--- config.mk ---
export PLATFORM = sky130hd
export DESIGN_NAME = csv_field_tokenizer_unit
export DESIGN_NICKNAME = d
export VERILOG_FILES = /design/src/design/cft_pkg.sv /design/src/design/cft_front.sv /design/src/design/cft_queue.sv /design/src/design/cft_back.sv /design/src/design/csv_field_tokenizer_unit.sv
export SDC_FILE = /design/constraint.sdc
export NUM_CORES = 1
export LEC_CHECK = 0
export BUFFER_PORTS_ARGS = -buffer_cell sky130_fd_sc_hd__buf_2
export CAP_MARGIN = 30
export CELL_PAD_IN_SITES_DETAIL_PLACEMENT = 0
export CELL_PAD_IN_SITES_GLOBAL_PLACEMENT = 1
export CORE_MARGIN = 8
export CORE_UTILIZATION = 53
export CTS_CLUSTER_SIZE = 12
export DETAILED_ROUTE_END_ITERATION = 8
export PLACE_DENSITY = 0.83
export SETUP_SLACK_MARGIN = 0.2
export SLEW_MARGIN = 20
export SYNTH_ARGS = -nofsm -noshare
export SYNTH_HDL_FRONTEND = slang
export SYNTH_SLANG_ARGS = --single-unit
--- constraint.sdc ---
create_clock -name clk_i -period 10.14 [get_ports clk_i]
set_input_delay 2.028 -clock clk_i [delete_from_list [all_inputs] [get_ports clk_i]]
set_output_delay 2.028 -clock clk_i [all_outputs]
set_load 0.01 [all_outputs]
--- src/design/cft_pkg.sv ---
// Shared types and constants for the CSV field tokenizer.
// No dependencies; every other design file imports this package.
`default_nettype none

package cft_pkg;

  // Characters the tokenizer reacts to
  localparam logic [7:0] CH_QUOTE = 8'h22;
  localparam logic [7:0] CH_COMMA = 8'h2C;
  localparam logic [7:0] CH_LF    = 8'h0A;
  localparam logic [7:0] CH_CR    = 8'h0D;

  // Event kinds
  localparam logic [1:0] EV_CONTENT = 2'd0;
  localparam logic [1:0] EV_FIELD   = 2'd1;
  localparam logic [1:0] EV_ROW     = 2'd2;

  typedef struct packed {
    logic [7:0] text_byte;
    logic       end_of_text;
  } in_beat_t;

  typedef struct packed {
    logic [1:0]  event_kind;
    logic [7:0]  out_char;
    logic [7:0]  column;
    logic [15:0] row;
    logic        is_header;
    logic        overflow;
  } out_beat_t;

  // Status of the event queue: full to the front end, valid to the output stage
  typedef struct packed {
    logic valid;
    logic full;
  } q_status_t;

endpackage

`default_nettype wire

--- src/design/cft_front.sv ---
// Front end: accepts text bytes, classifies them and keeps the parse state.
// Depends on cft_pkg. Pushes one event per producing byte into the queue.
`default_nettype none

module cft_front #(
  parameter int MAX_COLS = 256,
  parameter int ROW_BITS = 16
) (
  input  wire              clk_i,
  input  wire              rst_ni,
  input  wire              has_headers_i,
  input  wire              in_valid_i,
  input  cft_pkg::in_beat_t in_beat_i,
  input  wire              q_full_i,
  output logic             in_stall_o,
  output logic             push_o,
  output cft_pkg::out_beat_t push_beat_o
);
  import cft_pkg::*;

  localparam int CW  = $clog2(MAX_COLS);
  localparam int CWX = (CW > 8) ? CW : 8;
  localparam int RWX = (ROW_BITS > 16) ? ROW_BITS : 16;
  localparam logic [CW-1:0]       ColMax = CW'(MAX_COLS - 1);
  localparam logic [ROW_BITS-1:0] RowMax = '1;

  logic                quoted_q, quoted_d;
  logic                pend_q, pend_d;
  logic [CW-1:0]       col_q, col_d;
  logic [ROW_BITS-1:0] row_q, row_d;
  logic                hdr_done_q, hdr_done_d;
  logic                ovf_q, ovf_d;

  logic                accept;
  logic                hdr;
  logic [7:0]          c;
  logic [CWX-1:0]      col_ext;
  logic [RWX-1:0]      row_ext;

  assign in_stall_o = q_full_i;
  assign accept     = in_valid_i && !q_full_i;
  assign c          = in_beat_i.text_byte;
  assign hdr        = has_headers_i && !hdr_done_q;
  assign col_ext    = CWX'(col_q);
  assign row_ext    = RWX'(row_q);

  always_comb begin
    logic handled;
    logic quoted_v;
    logic ev;
    logic [1:0] kind;
    logic [7:0] ch;
    handled    = 1'b0;
    quoted_v   = quoted_q;
    ev         = 1'b0;
    kind       = EV_CONTENT;
    ch         = 8'h00;
    pend_d     = pend_q;
    col_d      = col_q;
    row_d      = row_q;
    hdr_done_d = hdr_done_q;
    ovf_d      = ovf_q;

    // A held quote resolves against this byte: doubled quote or close
    if (pend_q) begin
      pend_d = 1'b0;
      if (c == CH_QUOTE) begin
        ev      = 1'b1;
        ch      = c;
        handled = 1'b1;
      end else begin
        quoted_v = 1'b0;
      end
    end

    if (!handled) begin
      if (c == CH_QUOTE) begin
        if (quoted_v) pend_d = 1'b1;
        else          quoted_v = 1'b1;
      end else if (quoted_v) begin
        ev = 1'b1;
        ch = c;
      end else if (c == CH_COMMA) begin
        ev   = 1'b1;
        kind = EV_FIELD;
        if (col_q >= ColMax) ovf_d = 1'b1;
        else                 col_d = col_q + 1'b1;
      end else if (c == CH_LF) begin
        ev    = 1'b1;
        kind  = EV_ROW;
        col_d = '0;
        if (hdr) begin
          hdr_done_d = 1'b1;
        end else if (row_q == RowMax) begin
          ovf_d = 1'b1;
        end else begin
          row_d = row_q + 1'b1;
        end
      end else if (c != CH_CR) begin
        ev = 1'b1;
        ch = c;
      end
    end

    quoted_d = quoted_v;

    push_o                  = accept && ev;
    push_beat_o.event_kind  = kind;
    push_beat_o.out_char    = ch;
    push_beat_o.column      = col_ext[7:0];
    push_beat_o.row         = hdr ? 16'h0000 : row_ext[15:0];
    push_beat_o.is_header   = hdr;
    push_beat_o.overflow    = ovf_d;
  end

  always_ff @(posedge clk_i or negedge rst_ni) begin
    if (!rst_ni) begin
      quoted_q   <= 1'b0;
      pend_q     <= 1'b0;
      col_q      <= '0;
      row_q      <= '0;
      hdr_done_q <= 1'b0;
      ovf_q      <= 1'b0;
    end else if (accept) begin
      if (in_beat_i.end_of_text) begin
        quoted_q   <= 1'b0;
        pend_q     <= 1'b0;
        col_q      <= '0;
        row_q      <= '0;
        hdr_done_q <= 1'b0;
        ovf_q      <= 1'b0;
      end else begin
        quoted_q   <= quoted_d;
        pend_q     <= pend_d;
        col_q      <= col_d;
        row_q      <= row_d;
        hdr_done_q <= hdr_done_d;
        ovf_q      <= ovf_d;
      end
    end
  end

endmodule

`default_nettype wire

--- src/design/cft_queue.sv ---
// Two-entry event queue between the front end and the output stage.
// Depends on cft_pkg for the event beat type.
`default_nettype none

module cft_queue (
  input  wire                clk_i,
  input  wire                rst_ni,
  input  wire                push_i,
  input  cft_pkg::out_beat_t push_beat_i,
  input  wire                pop_i,
  output cft_pkg::q_status_t status_o,
  output cft_pkg::out_beat_t head_o
);
  import cft_pkg::*;

  localparam int Depth = 2;

  out_beat_t   mem_q [Depth];
  logic        wr_ptr_q, rd_ptr_q;
  logic [1:0]  cnt_q;
  logic        do_pop;

  assign status_o.valid = (cnt_q != 2'd0);
  assign status_o.full  = (cnt_q == 2'(Depth));
  assign head_o         = mem_q[rd_ptr_q];
  assign do_pop         = pop_i && status_o.valid;

  always_ff @(posedge clk_i) begin
    if (push_i) mem_q[wr_ptr_q] <= push_beat_i;
  end

  always_ff @(posedge clk_i or negedge rst_ni) begin
    if (!rst_ni) begin
      wr_ptr_q <= 1'b0;
      rd_ptr_q <= 1'b0;
      cnt_q    <= 2'd0;
    end else begin
      if (push_i) wr_ptr_q <= ~wr_ptr_q;
      if (do_pop) rd_ptr_q <= ~rd_ptr_q;
      case ({push_i, do_pop})
        2'b10:   cnt_q <= cnt_q + 2'd1;
        2'b01:   cnt_q <= cnt_q - 2'd1;
        default: cnt_q <= cnt_q;
      endcase
    end
  end

endmodule

`default_nettype wire

--- src/design/cft_back.sv ---
// Back end: output register that drains the event queue onto the result port.
// Depends on cft_pkg for the event beat and queue status types.
`default_nettype none

module cft_back (
  input  wire                clk_i,
  input  wire                rst_ni,
  input  cft_pkg::q_status_t q_status_i,
  input  cft_pkg::out_beat_t q_head_i,
  output logic               pop_o,
  input  wire                out_stall_i,
  output logic               out_valid_o,
  output cft_pkg::out_beat_t out_beat_o
);
  import cft_pkg::*;

  logic      valid_q, valid_d;
  out_beat_t beat_q;
  logic      take;

  // Register is free when empty or its beat leaves this cycle
  assign take        = !valid_q || !out_stall_i;
  assign pop_o       = take && q_status_i.valid;
  assign valid_d     = take ? q_status_i.valid : valid_q;
  assign out_valid_o = valid_q;
  assign out_beat_o  = beat_q;

  always_ff @(posedge clk_i or negedge rst_ni) begin
    if (!rst_ni) valid_q <= 1'b0;
    else         valid_q <= valid_d;
  end

  always_ff @(posedge clk_i) begin
    if (pop_o) beat_q <= q_head_i;
  end

endmodule

`default_nettype wire

--- src/design/csv_field_tokenizer_unit.sv ---
// Top level of the CSV field tokenizer: front end, event queue, output stage.
// Depends on cft_pkg, cft_front, cft_queue and cft_back.
`default_nettype none

// CSV field tokenizer. Takes one text byte per beat and gives at most one
// event beat per text byte: a content byte with its column and row, a field
// end on an unquoted comma, or a row end on an unquoted newline. Quotes and
// unquoted carriage returns give no event of their own; a doubled quote in a
// quoted field gives one content event for the literal quote. Throughput is
// one byte per clock; the parse state (quote flags, column and row counters)
// is updated once per byte, so nothing limits the input rate except output
// backpressure. A taken byte writes its event into the two-entry event queue;
// the event moves into the output register once that register is free, and
// from there it is shown on the result port until it is accepted.
// in_stall_o rises only when the queue holds two events, so a stalled result
// port lets two more producing bytes in.
// has_headers is written through cfg_we_i/cfg_wdata_i and may only change
// while no text is in flight. end_of_text on a byte returns the parse state
// to reset once that byte is handled.

module csv_field_tokenizer_unit #(
  parameter int MAX_COLS = 256,
  parameter int ROW_BITS = 16
) (
  input  wire                clk_i,
  input  wire                rst_ni,
  // configuration
  input  wire                cfg_we_i,
  input  wire                cfg_wdata_i,
  // text input channel
  input  wire                in_valid_i,
  output logic               in_stall_o,
  input  cft_pkg::in_beat_t  in_beat_i,
  // event output channel
  output logic               out_valid_o,
  input  wire                out_stall_i,
  output cft_pkg::out_beat_t out_beat_o
);
  import cft_pkg::*;

  logic       has_headers_q;
  logic       push;
  out_beat_t  push_beat;
  logic       pop;
  q_status_t  q_status;
  out_beat_t  q_head;

  // has_headers register
  always_ff @(posedge clk_i or negedge rst_ni) begin
    if (!rst_ni)       has_headers_q <= 1'b0;
    else if (cfg_we_i) has_headers_q <= cfg_wdata_i;
  end

  // Front: classify each byte, update quote/counter state, emit an event
  cft_front #(
    .MAX_COLS (MAX_COLS),
    .ROW_BITS (ROW_BITS)
  ) u_front (
    .clk_i         (clk_i),
    .rst_ni        (rst_ni),
    .has_headers_i (has_headers_q),
    .in_valid_i    (in_valid_i),
    .in_beat_i     (in_beat_i),
    .q_full_i      (q_status.full),
    .in_stall_o    (in_stall_o),
    .push_o        (push),
    .push_beat_o   (push_beat)
  );

  // Queue decouples parsing from result backpressure
  cft_queue u_queue (
    .clk_i       (clk_i),
    .rst_ni      (rst_ni),
    .push_i      (push),
    .push_beat_i (push_beat),
    .pop_i       (pop),
    .status_o    (q_status),
    .head_o      (q_head)
  );

  // Back: output register on the result channel
  cft_back u_back (
    .clk_i       (clk_i),
    .rst_ni      (rst_ni),
    .q_status_i  (q_status),
    .q_head_i    (q_head),
    .pop_o       (pop),
    .out_stall_i (out_stall_i),
    .out_valid_o (out_valid_o),
    .out_beat_o  (out_beat_o)
  );

endmodule

`default_nettype wire

==> results of run 1 <==
-- power by group --
part,total [W],switching (W),internal (W)
Clock,0.000581,0.000233,0.000348
Sequential,0.000864,0.0000488,0.000815
Combinational,0.000382,0.000229,0.000153
-- state kept, by name (all words and copies together), names as in the netlist, 2 cells and up --
| signal | count |
|---|---|
| u_queue.mem_q | 72 |
| u_back.out_beat_o | 36 |
| u_front.row_ext | 16 |
| u_front.col_ext | 8 |
| u_queue.cnt_q | 2 |
-- area by class of cell --
class	count	area (um^2)	share of cell area (%)
well taps	140	175	2.55
multi-input cells	235	1690	24.7
inverters	8	30.0	0.438
clock buffers	17	414	6.04
clock inverters	15	148	2.15
repair buffers	58	307	4.47
flip-flops and latches	142	4090	59.7
-- worst paths after layout --
kind / from / endpoint / depth (start not counted)
min in group asynchronous: rst_ni / has_headers_q$_DFFE_PN0P_ / 1
setup / recovery: in_beat_i[5] / u_queue.mem_q[1][28]$_DFFE_PP_ / 7
max in group asynchronous: rst_ni / u_front.row_ext[14]$_DFFE_PN0P_ / 1
setup reg to reg: u_front.row_ext[0]$_DFFE_PN0P_ / u_front.row_ext[1]$_DFFE_PN0P_ / 6
hold / removal: u_front.hdr_done_q$_DFFE_PN0P_ / u_front.hdr_done_q$_DFFE_PN0P_ / 1
hold reg to reg: u_front.hdr_done_q$_DFFE_PN0P_ / u_front.hdr_done_q$_DFFE_PN0P_ / 1
-- through the flow --
step                      hold WS (ps)  std cells  power [W]
final                              491        615    0.00183
after global routing               512        615    0.00191
after CTS                          494        613    0.00185
after detailed placement           480        581    0.00126
after global placement             468        581    0.00125
after floorplan                    455        397    0.00112
-- layout by cell type (no fill, tap or decap), types with 4 or more instances in the layout --
master,netlist,routed
nor2b_1,8,8
buf_2,0,52
edfxtp_1,108,108
o21a_1,4,4
or4_1,6,6
clkinv_2,0,5
o21ai_1,9,9
nor2_1,25,23
o31ai_1,19,19
dfrtp_1,34,34
a21oi_1,10,9
and3_1,5,5
buf_4,2,4
a31oi_1,4,4
and2_1,14,14
mux2_2,37,37
clkbuf_16,0,16
inv_1,7,7
nand2_1,18,18
clkinv_4,0,4
nand3_1,13,13
nand2b_1,4,4
nand4_1,6,6
-- logic make-up after synthesis --
group,Yosys count,synth area share [%]
AND/OR/NAND/NOR,118,11.3
AO/OA/AOI/OAI,72,8.76
buffers and inverters,20,1.54
adder cells (fa/ha/maj),3,0.641
flip-flops,142,69.9
XOR/XNOR,5,0.748
multiplexers,37,7.11
-- layer usage --
| layer | global-route usage (%) | vias to the layer above | share of wire, % |
|---|---|---|---|
| li1 | - | 1672 | - |
| met1 | 20.3 | 1762 | 42 |
| met2 | 26.7 | 94 | 51 |
| met3 | 2.93 | 20 | 4.4 |
| met4 | 7.71 | 0 | 2.3 |
| met5 | 0 | - | 0 |
-- cells in the mapped netlist (all sizes together), types with 4 or more instances --
library cell | n | area (um^2)
nor2 | 25 | 93.8
a21oi | 10 | 50.1
nand4 | 7 | 50.1
mux2 | 37 | 417
nand2 | 18 | 67.6
a31o | 4 | 35.0
nand2b | 4 | 25.0
a31oi | 5 | 46.3
and3 | 5 | 31.3
o21ai | 12 | 63.8
o21a | 4 | 30.0
clkbuf | 9 | 33.8
or4 | 7 | 56.3
inv | 8 | 30.0
nand3 | 14 | 75.1
and2 | 14 | 87.6
dfrtp | 34 | 851
nor2b | 8 | 50.1
edfxtp | 108 | 3240
o31ai | 19 | 143
==> summary.md, run 1 <==
| Metric | Value |
|---|---|
| Outcome | `completed` |
| Number of CTS-inserted buffers | `17` |
| Final number of setup-violating endpoints | `0` |
| Vias in the first global route | `around 3600` |
| CTS hold repair buffers | `0` |
| Yosys reg bits | `142` |
| Worst hold path class | `flop to flop` |
| Clk buf depth | `2` |
| Share of the cycle needed by the critical path after routing | `~39%` |
| I/O pin cnt | `between 50 and 60` |
| Layout cells sized above 1 | `29.1%` |
| Critical path required time | `about 10000 ps` |
| Crit path DAT | `roughly 4000 ps` |
| Initial Util | `between 50% and 60%` |
| CTS tree | `done` |
| Crit-path cells | `buf_2 > nor4b_2 > nand2_1 > nor2_1 > o21ai_1 > nor2_2 > buf_4` |
| Initial antenna violation count | `0` |
| DP HPWL | `between 7000 and 8000 um` |
| IO buf count | `52` |
| First-pass DRT Iterations | `5` |
| Min Tclk post-route | `3910 ps` |
| Dpl ws | `5680 ps` |
| Fin worst setup slack | `6230 ps` |
| Chip Height | `about 120 um` |
| Worst path slowest cell | `nor4b_2` |
| Clock root buffer | `clkbuf_8` |
| Peak VDD IR | `roughly 0.00016 V` |
| Maximum achievable frequency | `roughly 0.26 GHz` |
| First-pass GRT wire length | `between 15000 and 20000 um` |
| All-Layer GR Usage | `between 15 and 20%` |
| Worst Path Buf+Inv | `2` |
| Total number of placement rows | `38` |
| Fin nets | `480` |
| Avg Cell Area, Syn | `around 15 um^2` |
| Max-Cap Viols | `0` |
| Drt via density | `slightly below 6` |
| Drt total wl | `11300 um` |
| Slew Limit Fails | `0` |
| Core Area | `10800 um^2` |
| Main synth FF type | `edfxtp_1` |
| Worst-Margin Slew | `779 ps` |
| Sequential element share of the synthesized area | `between 60% and 70%` |
| Global route overflow | `0` |
| Pwr Density | `266 nW/um^2` |
| DIE WIDTH | `121 um` |
| Drt wl/cell | `~18 um` |
| Largest net degree at the start of global routing | `39` |
| Syn_nets | `415` |
| Final core utilization | `63.6%` |
| Number of synthesized flops with an enable pin | `108` |
| Design area | `slightly below 7000 um^2` |
| Async S/R FF share, synth | `23.9%` |
| Worst R2R Setup Slack | `roughly 7700 ps` |
| Total number of vias | `between 3000 and 4000` |
| Clock Sinks | `approximately 140` |
| Critical path class | `input port to flop` |
| Drc violations | `0` |
| Post-Synthesis Cells | `about 400` |
| CP peak stage delay | `480 ps` |
| Synth Cell Area | `roughly 5900 um^2` |
| CP Capture Type | `flop` |
| RD Place Congestion | `slightly above 0.8` |
| Initial drt markers | `220` |
| CTS H-tree depth | `4` |
| Worst-path fanout max | `32` |
| Netlist cell types | `56` |
| Final Hold Fails | `0` |
| Clock slew at reported path FFs | `60 ps` |
| P_leak | `approximately 2.6 nW` |
| RSZ-0062 raised after global routing | `false` |
| Post-cts gate resize count | `0` |
| CP startpoint kind | `input port` |
| Layout Skew | `around 8.2 ps` |
| Top cell family by delay on the critical path | `simple AND/OR/NAND/NOR gates` |
| Ys Warns | `0` |
| Setup TNS | `0 ps` |
| DIE AREA | `around 15000 um^2` |
| DP Area | `between 6000 and 7000 um^2` |
| Growth of design area from synthesis to finish | `17.1%` |
| Post-CTS setup buffers | `0` |
| Clock Latency Late Sink | `~520 ps` |
| Diode count | `0` |
| Fillers | `798` |
| Post-DRT Antenna Nets | `0` |
| Worst rel slew slack | `48.1%` |
(Power assumes the default switching activity.)
==> run 2, diff against run 1 <==
--- a/config.mk
+++ b/config.mk
@@ -10,10 +10,10 @@
 export CELL_PAD_IN_SITES_DETAIL_PLACEMENT = 0
 export CELL_PAD_IN_SITES_GLOBAL_PLACEMENT = 1
 export CORE_MARGIN = 8
-export CORE_UTILIZATION = 53
+export CORE_UTILIZATION = 49
 export CTS_CLUSTER_SIZE = 12
 export DETAILED_ROUTE_END_ITERATION = 8
-export PLACE_DENSITY = 0.83
+export PLACE_DENSITY = 0.78
 export SETUP_SLACK_MARGIN = 0.2
 export SLEW_MARGIN = 20
 export SYNTH_ARGS = -nofsm -noshare
==> constraint.sdc (replaced) <==
create_clock -name clk_i -period 4 [get_ports clk_i]
set_input_delay 0.8 -clock clk_i [delete_from_list [all_inputs] [get_ports clk_i]]
set_output_delay 0.8 -clock clk_i [all_outputs]
set_load 0.01 [all_outputs]
==> summary.md, run 2 (synthesis results as in run 1) <==
| Metric | Value |
|---|---|
| I/O pin cnt | `53 (unchanged)` |
| Clock Latency Late Sink | `420 ps (-100 ps)` |
| Core Area | `11900 um^2 (+9.9%)` |
| Growth of design area from synthesis to finish | `18.1%` |
| Number of CTS-inserted buffers | `17 (unchanged)` |
| CP startpoint kind | `input port` |
| Leading cell type in the layout, fill and taps excluded | `edfxtp_1` |
| Layout cells sized above 1 | `29.0% (-0.061 points)` |
| Setup TNS | `0 ps (unchanged)` |
| Initial Util | `49.4% (-4.9 points)` |
| Largest net degree at the start of global routing | `38 (-2.6%)` |
| Clock root buffer | `clkbuf_16` |
| Post-CTS setup buffers | `0 (unchanged)` |
| Final Hold Fails | `0 (unchanged)` |
| First-pass DRT Iterations | `4 (-1)` |
| Chip Height | `125 um (+3.5%)` |
| Initial drt markers | `204 (-7.3%)` |
| Crit-path cells | `buf_2 > nor4b_2 > a31oi_1 > o21ai_2 > buf_4 > or4_1 > a21oi_1` |
| Most flops, register | `u_queue.mem_q` |
| Worst Path Buf+Inv | `2 (unchanged)` |
| Initial antenna violation count | `0 (unchanged)` |
| Maximum achievable frequency | `0.384 GHz` |
| Global route overflow | `0 (unchanged)` |
| Commonest non-fill, non-tap cells in the layout | `edfxtp_1 (108), buf_2 (52), mux2_2 (37)` |
| DIE WIDTH | `125 um (+3.5%)` |
| Drt via density | `5.69 (-1.4%)` |
| Post-DRT Antenna Nets | `0 (unchanged)` |
| Layout Skew | `7.19 ps (-1.01 ps)` |
| Drt wl/cell | `17.8 um (-3.4%)` |
| Placed insts | `591 (+1.7%)` |
| Critical path class | `input port to flop` |
| Fin nets | `481 (+0.21%)` |
| All-Layer GR Usage | `14.6% (-1.6 points)` |
| Slew Limit Fails | `0 (unchanged)` |
| Diode count | `0 (unchanged)` |
| DP Area | `6310 um^2 (+0.50%)` |
| IO buf count | `52 (unchanged)` |
| CP Capture Type | `flop` |
| DIE AREA | `15700 um^2 (+7.1%)` |
| Total number of placement rows | `40 (+5.3%)` |
| Pwr Density | `685 nW/um^2 (+160%)` |
| Share of the cycle needed by the critical path after routing | `65.0%` |
| RSZ-0062 raised after global routing | `false` |
| RD Place Congestion | `0.851 (+5.3%)` |
| Final number of setup-violating endpoints | `0 (unchanged)` |
| Worst rel slew slack | `35.4% (-13 points)` |
| Worst hold path class | `input port to asynchronous set/reset pin` |
| Crit path DAT | `2870 ps (-1190 ps)` |
| Clk buf depth | `2 (unchanged)` |
| Drc violations | `0 (unchanged)` |
| Total number of vias | `3545 (-0.085%)` |
| P_leak | `2.61 nW (+0.71%)` |
| Post-cts gate resize count | `0 (unchanged)` |
| DP HPWL | `7490 um (+1.0%)` |
| First-pass GRT wire length | `17800 um (-2.8%)` |
| Outcome | `completed` |
| Clock Sinks | `142 (unchanged)` |
| Min Tclk post-route | `2600 ps` |
| Layout Cells excl Fill | `623 (+1.3%)` |
| CTS hold repair buffers | `0 (unchanged)` |
| Top cell family by delay on the critical path | `compound AO/OA/AOI/OAI gates` |
| Worst-Margin Slew | `963 ps (+184 ps)` |
| Worst path slowest cell | `o21ai_2` |
| CP peak stage delay | `620 ps (+140 ps)` |
| CTS tree | `done` |
| Design area | `6920 um^2 (+0.91%)` |
| Max FFs per register | `72 (unchanged)` |
| CTS H-tree depth | `4 (unchanged)` |
| Critical path required time | `4270 ps (-6030 ps)` |
| Vias in the first global route | `3518 (-1.5%)` |
| Worst-path fanout max | `15 (-53%)` |
| Peak VDD IR | `0.000372 V (+140%)` |
| Drt total wl | `11100 um (-2.1%)` |
| Max-Cap Viols | `0 (unchanged)` |
| Clock slew at reported path FFs | `60 ps (about the same)` |
[run 2: power by group]
part	switching (W)	internal, W	total, W	leakage, nW
logic	0.000595	0.000395	0.000990	0.825
registers	0.0000952	0.00207	0.00216	1.50
clock network	0.000570	0.00102	0.00159	0.289
total	0.00126	0.00348	0.00474	2.61
[run 2: area by class of cell]
cell class              instances  area [um^2]
inverters                       8         30.0
repair buffers                 59          313
clock inverters                11          139
flip-flops and latches        142         4090
fillers                       955         4940
multi-input cells             235         1690
clock buffers                  21          470
well taps                     147          184
[run 2: stage by stage]
step	hold WS [ps]	power (W)	setup WS, ps	util (%)
after floorplan	455	0.00284	335	-
after global placement	466	0.00317	1120	53.2
after detailed placement	478	0.00321	1020	53.2
after CTS	484	0.00481	1470	58.4
after global routing	509	0.00496	1190	58.4
final	466	0.00474	1400	58.4
[run 2: layer usage]
metal  vias up  wire [um]  GRT usage (%)
met2        81       5640           24.0
met4         0        306           8.95
li1       1674          -              -
met3        26        445           3.95
met1      1764       4660           16.8
met5         -          0              0
[run 2: worst paths after layout]
check	from	end	slack [ps]	cells after the start
max in group asynchronous	rst_ni	u_front.col_ext[0]$_DFFE_PN0P_	3030	1
min	rst_ni	has_headers_q$_DFFE_PN0P_	470	1
min in group clk_i	u_front.hdr_done_q$_DFFE_PN0P_	u_front.hdr_done_q$_DFFE_PN0P_	480	1
max	in_beat_i[5]	u_front.row_ext[13]$_DFFE_PN0P_	1400	7
max reg2reg	u_front.row_ext[0]$_DFFE_PN0P_	u_front.row_ext[1]$_DFFE_PN0P_	1490	6
min reg2reg	u_front.hdr_done_q$_DFFE_PN0P_	u_front.hdr_done_q$_DFFE_PN0P_	480	1
==> run 3, diff against run 2 <==
--- a/config.mk
+++ b/config.mk
@@ -10,10 +10,10 @@
 export CELL_PAD_IN_SITES_DETAIL_PLACEMENT = 0
 export CELL_PAD_IN_SITES_GLOBAL_PLACEMENT = 1
 export CORE_MARGIN = 8
-export CORE_UTILIZATION = 49
+export CORE_UTILIZATION = 44
 export CTS_CLUSTER_SIZE = 12
 export DETAILED_ROUTE_END_ITERATION = 8
-export PLACE_DENSITY = 0.78
+export PLACE_DENSITY = 0.73
 export SETUP_SLACK_MARGIN = 0.2
 export SLEW_MARGIN = 20
 export SYNTH_ARGS = -nofsm -noshare
==> constraint.sdc (replaced) <==
create_clock -name clk_i -period 2.3 [get_ports clk_i]
set_input_delay 0.46 -clock clk_i [delete_from_list [all_inputs] [get_ports clk_i]]
set_output_delay 0.46 -clock clk_i [all_outputs]
set_load 0.01 [all_outputs]
==> summary.md, run 3 (synthesis results as in run 1) <==
| Metric | Value |
|---|---|
| Outcome | `completed` |
| Most flops, register | `u_queue.mem_q` |
| Reg2Reg Launch Point | `u_front.row_ext[9]$_DFFE_PN0P_` |
| Met2 Routed Length | `5910 um (+4.8%)` |
| Post-DRT Antenna Nets | `0 (unchanged)` |
| Fillers | `1077 (+13%)` |
| Layout Skew | `6.86 ps (-0.329 ps)` |
| Maximum achievable frequency | `0.500 GHz` |
| Worst R2R Setup Slack | `300 ps (-1190 ps)` |
| First-pass GRT wire length | `19100 um (+7.4%)` |
| Worst-path fanout max | `6 (-9)` |
| Drt total wl | `11700 um (+6.0%)` |
| Commonest non-fill, non-tap cells in the layout | `edfxtp_1 (108), buf_2 (52), mux2_2 (37)` |
| Diode count | `0 (unchanged)` |
| First-pass DRT Iterations | `5 (+1)` |
| Worst r2r dst | `u_front.row_ext[1]$_DFFE_PN0P_` |
| Layout Cells excl Fill | `676 (+8.5%)` |
| Chip Height | `131 um (+4.8%)` |
| CTS hold repair buffers | `0 (unchanged)` |
| Crit path DAT | `2310 ps (-560 ps)` |
| Layout cells sized above 1 | `34.2% (+5.2 points)` |
| DIE WIDTH | `131 um (+4.8%)` |
| Setup TNS | `0 ps (unchanged)` |
| Critical path class | `flop to flop` |
| Worst rel slew slack | `47.4% (+12 points)` |
| Clock root buffer | `clkbuf_16` |
| Final number of setup-violating endpoints | `0 (unchanged)` |
| RD Place Congestion | `0.868 (+2.0%)` |
| Clk buf depth | `2 (unchanged)` |
| Final Hold Fails | `0 (unchanged)` |
| CP startpoint kind | `flop` |
| IO buf count | `52 (unchanged)` |
| DP HPWL | `7910 um (+5.7%)` |
| Clock slew at reported path FFs | `60 ps (about the same)` |
| Peak VDD IR | `0.000617 V (+66%)` |
| Drt wl/cell | `17.3 um (-2.3%)` |
| Drc violations | `0 (unchanged)` |
| I/O pin cnt | `53 (unchanged)` |
| Share of the cycle needed by the critical path after routing | `between 80 and 90%` |
| Total number of vias | `3661 (+3.3%)` |
| Leading cell type in the layout, fill and taps excluded | `edfxtp_1` |
| CP Capture Type | `flop` |
| WHS | `123 ps (-343 ps)` |
| All-Layer GR Usage | `14.1% (-0.53 points)` |
| Pwr Density | `1200 nW/um^2 (+75%)` |
| P_leak | `2.81 nW (+7.8%)` |
| Routed length on met1 | `5010 um (+7.5%)` |
| Uppermost routed layer | `met4` |
| Largest net degree at the start of global routing | `35 (-7.9%)` |
| Max-Cap Viols | `0 (unchanged)` |
| RSZ-0062 raised after global routing | `false` |
| Met3 Wirelength | `569 um (+28%)` |
| Max FFs per register | `72 (unchanged)` |
| Critical path required time | `2610 ps (-1660 ps)` |
| Clock Latency Late Sink | `420 ps (about the same)` |
| CTS H-tree depth | `4 (unchanged)` |
| Slew Limit Fails | `0 (unchanged)` |
| Core Area | `13100 um^2 (+11%)` |
| Placed insts | `644 (+9.0%)` |
| Initial drt markers | `268 (+31%)` |
| Final core utilization | `56.0% (-2.4 points)` |
| Total number of placement rows | `42 (+5.0%)` |
| Vias in the first global route | `3697 (+5.1%)` |
| Growth of design area from synthesis to finish | `25.5%` |
| Reg2reg path depth | `5 (-1)` |
| CTS tree | `done` |
| Min Tclk post-route | `roughly 2000 ps` |
| Worst-Margin Slew | `790 ps (-174 ps)` |
| Global route overflow | `0 (unchanged)` |
| Fin nets | `507 (+5.4%)` |
| Initial antenna violation count | `0 (unchanged)` |
| DIE AREA | `17300 um^2 (+9.9%)` |
| Initial Util | `44.6% (-4.8 points)` |
| Clock Sinks | `142 (unchanged)` |
| Drt via density | `5.42 (-4.8%)` |
| Number of CTS-inserted buffers | `17 (unchanged)` |
| Worst hold path class | `input port to asynchronous set/reset pin` |
run 3: cell count changes in the layout (fill, tap and decap cells not counted), sizes merged:
| cell | delta |
|---|---|
| buf | +26 |
| bufinv | +4 |
| clkbuf | -4 |
| clkinv | +2 |
| clkinvlp | -4 |
run 3: cell type report:
type                       instances  area (um^2)  area share [%]
tap                              176          220            2.99
sequential                       142         4090            55.7
clock inverter                    13          245            3.34
multi-input combinational        235         1760            23.9
inverter                           8         30.0           0.408
timing repair buffer              85          582            7.91
clock buffer                      17          425            5.79
run 3: worst max-delay path by stage:
stage,slack [ps],start,endpoint
2_1_floorplan,110,in_beat_i[8],u_queue.mem_q[0][0]$_DFFE_PP_
3_3_place_gp,50,in_beat_i[5],u_front.row_ext[11]$_DFFE_PN0P_
3_5_place_dp,-6,in_beat_i[5],u_front.row_ext[8]$_DFFE_PN0P_
4_1_cts,290,u_front.row_ext[0]$_DFFE_PN0P_,u_front.row_ext[1]$_DFFE_PN0P_
5_1_grt,210,in_beat_i[6],u_front.row_ext[13]$_DFFE_PN0P_
6_report,300,u_front.row_ext[9]$_DFFE_PN0P_,u_front.row_ext[1]$_DFFE_PN0P_
run 3: worst max-delay path, stage by stage, from the launching register on:
cell and delay, ps:
dfrtp_1 420, nand4_1 160, or4_4 600, a31oi_4 340
nor2_2 130, a31o_1 230
run 3: per-layer routing:
layer | up-vias | GRT usage (%)
li1 | 1725 | -
met1 | 1826 | 16.9
met2 | 88 | 22.7
met3 | 22 | 4.80
met4 | 0 | 6.19
met5 | - | 0
run 3: repair_timing:
action	4_1_cts	5_1_grt
setup endpoints to repair	13	3
hold endpoints to repair	0	0
resized for setup	1	7
pin swaps	1	2
buffers inserted	2	0
run 3: per-stage QoR:
stage / setup WS [ps] / area [um^2] / total power, W
6_report: 301 / 7350 / 0.00882
5_1_grt: 211 / 7350 / 0.00924
4_1_cts: 286 / 7330 / 0.00894
3_5_place_dp: -5.64 / 6640 / 0.00579
3_3_place_gp: 46.1 / 6640 / 0.00574
2_1_floorplan: 108 / 5920 / 0.00495
run 3: power breakdown:
group / internal (W) / switching, W / total, W
Sequential: 0.00359 / 0.000211 / 0.00380
Combinational: 0.000836 / 0.00106 / 0.00190
Clock: 0.00212 / 0.000998 / 0.00312
